[src/rtl/core/sfir_pkg.sv]
// Shared types, constants and coefficient lookup for the symmetric FIR filter unit.
// Used by sfir_ctrl, sfir_datapath and symmetric_fir_filter_unit. No dependencies.
`default_nettype none

package sfir_pkg;

   localparam int SET_IDX_W  = 6;
   localparam int LP_TAPS    = 34;
   localparam int FAN_TAPS   = 36;
   localparam int LP_HALF_N  = 17;
   localparam int FAN_HALF_N = 18;
   localparam int Q21_W      = 24;

   // first half of each symmetric set, Q2.21
   localparam logic signed [Q21_W-1:0] LP_HALF [LP_HALF_N] = '{
      24'sd54946,   24'sd133640,  -24'sd74148,  -24'sd27732,  -24'sd51620,
      -24'sd15367,  24'sd28543,   24'sd65491,   24'sd61212,   24'sd8735,
      -24'sd68122,  -24'sd119102, -24'sd93544,  24'sd30141,   24'sd225372,
      24'sd425573,  24'sd551654
   };

   localparam logic signed [Q21_W-1:0] FAN_HALF [FAN_HALF_N] = '{
      -24'sd2116532, 24'sd744271,   24'sd175066,  24'sd93186,   -24'sd66210,
      24'sd68244,    -24'sd50118,   24'sd18653,   -24'sd81965,  24'sd66620,
      -24'sd139036,  24'sd98802,    -24'sd134249, 24'sd131531,  -24'sd184556,
      24'sd296448,   -24'sd419180,  24'sd1271951
   };

   typedef struct packed {
      logic signed [15:0] sample_in;
      logic               block_start;
   } req_type;

   typedef struct packed {
      logic signed [15:0] sample_out;
      logic               passed_through;
      logic               saturated;
   } rsp_type;

   typedef struct packed {
      logic                 load;
      logic                 mac;
      logic                 first;
      logic [SET_IDX_W-1:0] idx;
      logic                 finish;
   } cmd_type;

   // Q2.21 coefficient of tap j, mirrored about the set center
   function automatic logic signed [Q21_W-1:0] coef_q21(input logic sel,
                                                        input logic [SET_IDX_W-1:0] j);
      logic [SET_IDX_W-1:0]     len;
      logic [SET_IDX_W-1:0]     k;
      logic signed [Q21_W-1:0]  q;
      len = sel ? SET_IDX_W'(FAN_TAPS) : SET_IDX_W'(LP_TAPS);
      k   = (j < (len >> 1)) ? j : (len - SET_IDX_W'(1) - j);
      q   = '0;
      if (sel) begin
         if (k < SET_IDX_W'(FAN_HALF_N)) q = FAN_HALF[k[4:0]];
      end else begin
         if (k < SET_IDX_W'(LP_HALF_N)) q = LP_HALF[k[4:0]];
      end
      return q;
   endfunction

endpackage

`default_nettype wire

[src/rtl/core/sfir_ctrl.sv]
// Controller state machine of the symmetric FIR filter unit: sequences the taps
// and owns the handshakes. Depends on sfir_pkg.
`default_nettype none

module sfir_ctrl
   import sfir_pkg::*;
#(
   parameter int MAX_TAPS = 36
) (
   input  wire logic    clock,
   input  wire logic    reset,
   input  wire logic    req_valid,
   output logic         req_ready,
   output logic         rsp_valid,
   input  wire logic    rsp_ready,
   output cmd_type      cmd
);

   localparam int STEP_W = $clog2(MAX_TAPS);
   localparam logic [STEP_W-1:0] LAST_STEP = STEP_W'(MAX_TAPS - 1);

   localparam logic [2:0] ST_IDLE   = 3'd0;
   localparam logic [2:0] ST_MAC    = 3'd1;
   localparam logic [2:0] ST_DRAIN1 = 3'd2;
   localparam logic [2:0] ST_DRAIN2 = 3'd3;
   localparam logic [2:0] ST_FINISH = 3'd4;

   logic [2:0]        state_ff, state_in;
   logic [STEP_W-1:0] step_ff, step_in;
   logic              rsp_valid_ff, rsp_valid_in;
   logic              slot_free;

   assign slot_free = !rsp_valid_ff || rsp_ready;
   assign req_ready = (state_ff == ST_IDLE);
   assign rsp_valid = rsp_valid_ff;

   always_comb begin
      state_in     = state_ff;
      step_in      = step_ff;
      rsp_valid_in = rsp_valid_ff && !rsp_ready;
      cmd          = '0;
      cmd.idx      = SET_IDX_W'(step_ff);
      cmd.first    = (step_ff == '0);
      unique case (state_ff)
         ST_IDLE: begin
            if (req_valid) begin
               cmd.load = 1'b1;
               step_in  = '0;
               state_in = ST_MAC;
            end
         end
         ST_MAC: begin
            cmd.mac = 1'b1;
            step_in = step_ff + STEP_W'(1);
            if (step_ff == LAST_STEP) state_in = ST_DRAIN1;
         end
         ST_DRAIN1: state_in = ST_DRAIN2;
         ST_DRAIN2: state_in = ST_FINISH;
         ST_FINISH: begin
            if (slot_free) begin
               cmd.finish   = 1'b1;
               rsp_valid_in = 1'b1;
               state_in     = ST_IDLE;
            end
         end
         default: state_in = ST_IDLE;
      endcase
   end

   always_ff @(posedge clock) begin
      if (reset) begin
         state_ff     <= ST_IDLE;
         step_ff      <= '0;
         rsp_valid_ff <= 1'b0;
      end else begin
         state_ff     <= state_in;
         step_ff      <= step_in;
         rsp_valid_ff <= rsp_valid_in;
      end
   end

endmodule

`default_nettype wire

[src/rtl/core/sfir_datapath.sv]
// Datapath of the symmetric FIR filter unit: rotating delay line, coefficient and
// multiply stages, accumulator, rounding/saturation and result register. Depends on sfir_pkg.
`default_nettype none

module sfir_datapath
   import sfir_pkg::*;
#(
   parameter int MAX_TAPS   = 36,
   parameter int COEF_WIDTH = 18
) (
   input  wire logic    clock,
   input  wire logic    reset,
   input  wire req_type req_data,
   input  wire logic    filter_select,
   input  wire cmd_type cmd,
   output rsp_type      rsp_data
);

   localparam int DEPTH     = MAX_TAPS - 1;
   localparam int WARM_W    = $clog2(MAX_TAPS);
   localparam int FRAC_BITS = COEF_WIDTH - 3;
   localparam int COEF_SH   = Q21_W - COEF_WIDTH;
   localparam int COEF_HALF = (COEF_SH > 0) ? (1 << (COEF_SH - 1)) : 0;
   localparam int PROD_W    = COEF_WIDTH + 16;
   localparam int ACC_W     = PROD_W + $clog2(MAX_TAPS) + 1;
   localparam int TAPS_LP   = (MAX_TAPS < LP_TAPS) ? MAX_TAPS : LP_TAPS;
   localparam int TAPS_FAN  = (MAX_TAPS < FAN_TAPS) ? MAX_TAPS : FAN_TAPS;

   localparam logic [WARM_W-1:0]       WARM_MAX   = WARM_W'(MAX_TAPS - 1);
   localparam logic signed [ACC_W-1:0] ROUND_HALF = ACC_W'(1 << (FRAC_BITS - 1));
   localparam logic signed [ACC_W-1:0] Y_MAX      = ACC_W'(32767);
   localparam logic signed [ACC_W-1:0] Y_MIN      = ~Y_MAX;

   logic signed [15:0]           delay_ff [DEPTH];
   logic [WARM_W-1:0]            warm_ff;
   logic                         v1_ff, v2_ff;
   logic signed [15:0]           x_ff;
   logic                         pass_ff;
   logic signed [COEF_WIDTH-1:0] coef_ff;
   logic signed [15:0]           oper_ff;
   logic signed [PROD_W-1:0]     prod_ff;
   logic signed [ACC_W-1:0]      acc_ff;
   rsp_type                      rsp_ff;

   logic [WARM_W-1:0]            warm_eff;
   logic [WARM_W-1:0]            taps_m1;
   logic [SET_IDX_W-1:0]         taps_sel;
   logic signed [Q21_W-1:0]      coef_raw;
   logic signed [Q21_W:0]        coef_sum;
   logic signed [COEF_WIDTH-1:0] coef_in;
   logic signed [ACC_W-1:0]      round_sum;
   logic signed [ACC_W-1:0]      round_q;
   rsp_type                      rsp_in;

   assign warm_eff = req_data.block_start ? '0 : warm_ff;
   assign taps_m1  = filter_select ? WARM_W'(TAPS_FAN - 1) : WARM_W'(TAPS_LP - 1);
   assign taps_sel = filter_select ? SET_IDX_W'(TAPS_FAN) : SET_IDX_W'(TAPS_LP);

   always_comb begin
      coef_raw = coef_q21(filter_select, cmd.idx);
      coef_sum = {coef_raw[Q21_W-1], coef_raw} + (Q21_W+1)'(COEF_HALF);
      coef_in  = (cmd.idx < taps_sel) ? COEF_WIDTH'(coef_sum >>> COEF_SH) : '0;
   end

   always_comb begin
      round_sum = acc_ff + ROUND_HALF;
      round_q   = round_sum >>> FRAC_BITS;
      rsp_in.passed_through = pass_ff;
      rsp_in.saturated      = 1'b0;
      rsp_in.sample_out     = round_q[15:0];
      if (pass_ff) begin
         rsp_in.sample_out = x_ff;
      end else if (round_q > Y_MAX) begin
         rsp_in.sample_out = 16'sh7FFF;
         rsp_in.saturated  = 1'b1;
      end else if (round_q < Y_MIN) begin
         rsp_in.sample_out = 16'sh8000;
         rsp_in.saturated  = 1'b1;
      end
   end

   // state with reset values: delay line, warm-up count, stage valids
   always_ff @(posedge clock) begin
      if (reset) begin
         for (int k = 0; k < DEPTH; k++) delay_ff[k] <= '0;
         warm_ff <= '0;
         v1_ff   <= 1'b0;
         v2_ff   <= 1'b0;
      end else begin
         v1_ff <= cmd.mac;
         v2_ff <= v1_ff;
         if (cmd.load) warm_ff <= warm_eff;
         if (cmd.mac && !cmd.first) begin
            // rotate so the next older sample sits at entry 0
            for (int k = 0; k < DEPTH - 1; k++) delay_ff[k] <= delay_ff[k+1];
            delay_ff[DEPTH-1] <= delay_ff[0];
         end
         if (cmd.finish) begin
            for (int k = 1; k < DEPTH; k++) delay_ff[k] <= delay_ff[k-1];
            delay_ff[0] <= x_ff;
            if (warm_ff < WARM_MAX) warm_ff <= warm_ff + WARM_W'(1);
         end
      end
   end

   always_ff @(posedge clock) begin
      if (cmd.load) begin
         x_ff    <= req_data.sample_in;
         pass_ff <= (warm_eff < taps_m1);
         acc_ff  <= '0;
      end else if (v2_ff) begin
         acc_ff <= acc_ff + ACC_W'(prod_ff);
      end
      if (cmd.mac) begin
         coef_ff <= coef_in;
         oper_ff <= cmd.first ? x_ff : delay_ff[0];
      end
      prod_ff <= coef_ff * oper_ff;
      if (cmd.finish) rsp_ff <= rsp_in;
   end

   assign rsp_data = rsp_ff;

endmodule

`default_nettype wire

[src/rtl/core/symmetric_fir_filter_unit.sv]
// Top level of the symmetric FIR filter unit: filter_select register, controller
// and datapath. Depends on sfir_pkg, sfir_ctrl and sfir_datapath.
`default_nettype none

// Symmetric FIR filter over signed 16-bit samples, one result per sample. The
// filter_select register picks the 34-tap low-pass set (0) or the 36-tap fan-noise
// set (1); write it only while the unit is idle. One shared multiplier takes one tap
// per cycle over MAX_TAPS steps, followed by the drain states DRAIN1 and DRAIN2 and
// a finish state that waits until the result register is free, then returns to idle
// for the next sample. The result register lets a new sample be taken
// while the previous result waits. After block_start, the first taps-1 samples of
// the block pass through unchanged with passed_through set; saturated flags clipping.

module symmetric_fir_filter_unit
   import sfir_pkg::*;
#(
   parameter int MAX_TAPS   = 36,
   parameter int COEF_WIDTH = 18
) (
   input  wire logic    clock,
   input  wire logic    reset,
   input  wire logic    req_valid,
   output logic         req_ready,
   input  wire req_type req_data,
   output logic         rsp_valid,
   input  wire logic    rsp_ready,
   output rsp_type      rsp_data,
   input  wire logic    csr_valid,
   output logic         csr_ready,
   input  wire logic    csr_data
);

   logic    filter_select_ff;
   cmd_type cmd;

   assign csr_ready = 1'b1;

   always_ff @(posedge clock) begin
      if (reset) begin
         filter_select_ff <= 1'b0;
      end else if (csr_valid) begin
         filter_select_ff <= csr_data;
      end
   end

   sfir_ctrl #(
      .MAX_TAPS (MAX_TAPS)
   ) u_ctrl (
      .clock     (clock),
      .reset     (reset),
      .req_valid (req_valid),
      .req_ready (req_ready),
      .rsp_valid (rsp_valid),
      .rsp_ready (rsp_ready),
      .cmd       (cmd)
   );

   sfir_datapath #(
      .MAX_TAPS   (MAX_TAPS),
      .COEF_WIDTH (COEF_WIDTH)
   ) u_datapath (
      .clock         (clock),
      .reset         (reset),
      .req_data      (req_data),
      .filter_select (filter_select_ff),
      .cmd           (cmd),
      .rsp_data      (rsp_data)
   );

   a_pass_not_sat: assert property (@(posedge clock) disable iff (reset)
      rsp_valid |-> !(rsp_data.passed_through && rsp_data.saturated))
      else $error("pass-through result flagged as saturated");

   a_busy_after_accept: assert property (@(posedge clock) disable iff (reset)
      req_valid && req_ready |=> !req_ready)
      else $error("ready stayed high after a transfer");

   a_finish_slot_free: assert property (@(posedge clock) disable iff (reset)
      cmd.finish |-> (!rsp_valid || rsp_ready))
      else $error("result register overwritten before transfer");

   a_mac_busy: assert property (@(posedge clock) disable iff (reset)
      cmd.mac |-> !req_ready && !cmd.load)
      else $error("tap step while idle");

endmodule

`default_nettype wire

[config.mk]
export PLATFORM = sky130hd
export DESIGN_NAME = symmetric_fir_filter_unit
export DESIGN_NICKNAME = d
export VERILOG_FILES = /design/src/rtl/core/sfir_pkg.sv /design/src/rtl/core/sfir_ctrl.sv /design/src/rtl/core/sfir_datapath.sv /design/src/rtl/core/symmetric_fir_filter_unit.sv
export SDC_FILE = /design/constraint.sdc
export NUM_CORES = 2
export LEC_CHECK = 0
export ABC_CLOCK_PERIOD_IN_PS = 29700
export BUFFER_PORTS_ARGS = -buffer_cell sky130_fd_sc_hd__buf_2
export CORE_MARGIN = 3
export CORE_UTILIZATION = 70
export CTS_BUF_LIST = sky130_fd_sc_hd__clkbuf_16
export DETAILED_ROUTE_END_ITERATION = 10
export GPL_ROUTABILITY_DRIVEN = 0
export GPL_TIMING_DRIVEN = 0
export PLACE_DENSITY = 0.93
export SYNTH_ARGS = -nofsm -noshare
export SYNTH_HDL_FRONTEND = slang
export SYNTH_HIERARCHICAL = 1
export SYNTH_SLANG_ARGS = --single-unit
[constraint.sdc]
create_clock -name clock -period 29.7 [get_ports clock]
set_clock_uncertainty 0.1 [all_clocks]
set_input_delay 5.94 -clock clock [delete_from_list [all_inputs] [get_ports clock]]
set_output_delay 5.94 -clock clock [all_outputs]
set_load 0.02 [all_outputs]
==> reports/results.txt <==
die height: 260 um
GRT Residual Overflow: 0
Layout Nets: 5242
Max Cap Violations: 0
adder-cell share of the synthesized area: 0.168
Synth area leaders: edfxtp_1, fa_1, nand2_1
Mean Syn Cell Area: 9.73 um2
Via-to-Cell Ratio: 6.71
Gates resized, CTS repair: 0
DRC Markers: 0
CTS Hold Buffers Added: 0
Mapped Cells: 4653
Reg2Reg Setup Slack: 21.37 ns
status: completed
critical path class: input port to flop
Post-Synth Simple-Gate Area: 0.163
met2 routed WL: 60.0 mm
hold endpoint: u_datapath/v2_ff$_SDFF_PP0_
Worst Tran Pin Value: 1.04 ns
RSZ-0062 raised after global routing: no
WP data required: 29.91 ns
r2r endpoint: u_datapath/prod_ff[31]$_DFF_P_
first-pass GRT wire length: 203 mm
CTS Root Cell: clkbuf_16
Final min period: 10.28 ns
Seq/Total Area, Yosys: 0.459
DRT Pass-1 Iters: 10
synth-to-layout area growth: 8.69%
most frequent cells in the layout: nand2_1, a21oi_1, edfxtp_1
Netlist Area Pre-Place: 45300 um2
largest family of logic cells by synthesized area: adder cells
share of the synthesized area in the top cell type: 0.417
WP data arrival: 10.48 ns
type of the most critical hold path: flop to flop
DRT Wirelength: 131 mm
period utilisation layout: 0.346
final count of hold timing violations: 0
Critical Path End Type: flop
antenna viol nets, final: 0
Syn Nets: 5110
total global-route track usage: 0.385
IO Port Bufs: 42
Setup TNS: 0 ns
Initial Util: 0.713
Setup Fix Bufs, Post-CTS: 0
CTS tree: yes
CTS Sinks: 723
via count: 38200
CP startpoint: rsp_ready
top layer in use: met5
ratio of cells with drive above 1 in the final layout: 0.0543
Distinct cells, synth: 97
Worst setup SP type: input port
Clock transition at path regs: 0.07 ns
crit-path max FO: 63
CORE AREA: 63500 um2
Primary FF master, synth: edfxtp_1
TritonCTS buffer count: 75
die width: 260 um
fraction of the mapped netlist area in compound gates: 0.116
Max H-tree Level: 3
# IOs: 44
1st-iter DRT viols: 6803
initial antenna violation count: 6
post-synth top area cell: edfxtp_1
reg-to-reg critical path startpoint: u_datapath/oper_ff[9]$_DFFE_PP_
EDFF count, synth: 629
largest net degree at the start of global routing: 71
routed wl met3: 19.0 mm
worst skew pair latency: 0.64 ns
multiplexer share of the synthesized area: 0.0187
worst reg2reg path depth: 23
endpoints failing setup: 0
hold path cells: 1
most common cell after layout, fill and taps aside: nand2_1
Ys Warns: 6
Post-Synth XOR/XNOR Area: 0.0189
Yosys reg bits: 723
fmax: 97.3 MHz
fraction of registers with async set/reset: 0
row count: 92
DRT met1 WL: 42.4 mm
DIE AREA: 67800 um2
hold path start: u_datapath/v1_ff$_SDFF_PP0_
Max clock buf depth: 3
drt wl/cell: 22.9 um
Final Max Tran Viols: 0
Slew Limit Headroom: 0.299
number of global-route vias before repair: 37900
hpwl dp: 87.2 mm
## per-layer routing
layer,global-route usage,vias to the layer above
met5,0.00658,-
met3,0.116,940
met4,0.209,10
met2,0.617,3657
li1,-,15800
met1,0.470,17800
## cell usage after synthesis (all sizes together) (35+ instances only)
library cell and number:
o21ai 72, a21oi 635, nor2 157, xnor2 62, and2 146, xor2 35
inv 385, ha 142, nand2 1271, dfxtp 94, fa 292, mux2 35
clkbuf 243, a21o 46, edfxtp 629, mux2i 45
## critical path: stages
cell      delay, ns
buf_2          0.07
nor2b_1        0.09
nor2_2         0.26
buf_16         0.23
clkbuf_1       0.30
buf_1          0.68
clkbuf_1       0.63
nor2_1         0.23
nand2_4        0.34
buf_16         0.33
buf_16         0.33
buf_16         0.32
buf_16         0.30
buf_16         0.30
## sequential cells by signal, indices dropped and copies added, names as in the netlist
signal,count
filter_select_ff,1
u_datapath/v1_ff,1
u_datapath/pass_ff,1
u_datapath/rsp_data,18
u_datapath/x_ff,16
u_datapath/oper_ff,16
u_datapath/coef_ff,18
u_datapath/acc_ff,41
u_ctrl/step_ff,6
u_datapath/prod_ff,34
u_datapath/v2_ff,1
u_datapath/delay_ff,560
u_datapath/warm_ff,6
u_ctrl/rsp_valid,1
u_ctrl/state_ff,3
## layout make-up
| type | count | area, um2 |
|---|---|---|
| plain buffers | 272 | 1080 |
| repair buffers | 55 | 500 |
| multi-input cells | 3273 | 22000 |
| well taps | 846 | 1060 |
| flip-flops and latches | 723 | 20800 |
| clock buffers | 76 | 1900 |
| inverters | 385 | 1450 |
| diodes | 5 | 12.5 |
| clock inverters | 61 | 445 |
| fillers | 3221 | 14300 |
## per-stage QoR
| stage | util | worst slack [ns] | hold slack (ns) | cells | instance area [um2] |
|---|---|---|---|---|---|
| 2_1_floorplan | - | 9.16 | 0.314 | 4653 | 45300 |
| 3_3_place_gp | 0.733 | 4.54 | 0.326 | 5541 | 46600 |
| 3_5_place_dp | 0.737 | 19.08 | 0.325 | 5554 | 46900 |
| 4_1_cts | 0.774 | 19.57 | 0.339 | 5691 | 49200 |
| 5_1_grt | 0.774 | 19.29 | 0.361 | 5692 | 49200 |
| 6_report | 0.775 | 19.42 | 0.336 | 5696 | 49200 |
## kinds of logic (layout without fill, tap and decap cells)
logic type | Yosys count | in the layout
AO/OA/AOI/OAI | 916 | 916
XOR/XNOR | 97 | 97
adder cells (fa/ha/maj) | 434 | 434
buffers and inverters | 657 | 849
flip-flops | 723 | 723
multiplexers | 80 | 80
other | 1 | 6
AND/OR/NAND/NOR | 1745 | 1745
## worst max-delay path by stage
stage | end | slack [ns] | cells past startpoint
floorplan | u_datapath/delay_ff[0][0]$_SDFFCE_PN0P_ | 9.16 | 7
global placement | u_datapath/delay_ff[21][8]$_SDFFCE_PN0P_ | 4.54 | 8
detailed placement | u_datapath/delay_ff[21][12]$_SDFFCE_PN0P_ | 19.08 | 14
CTS | u_datapath/delay_ff[12][15]$_SDFFCE_PN0P_ | 19.57 | 14
global route | u_datapath/delay_ff[8][15]$_SDFFCE_PN0P_ | 19.29 | 14
finish | u_datapath/delay_ff[7][15]$_SDFFCE_PN0P_ | 19.42 | 14
Power is left out: the tool's default activity adds up to more than one toggle a clock period on the data nets, which glitch-free logic cannot reach.
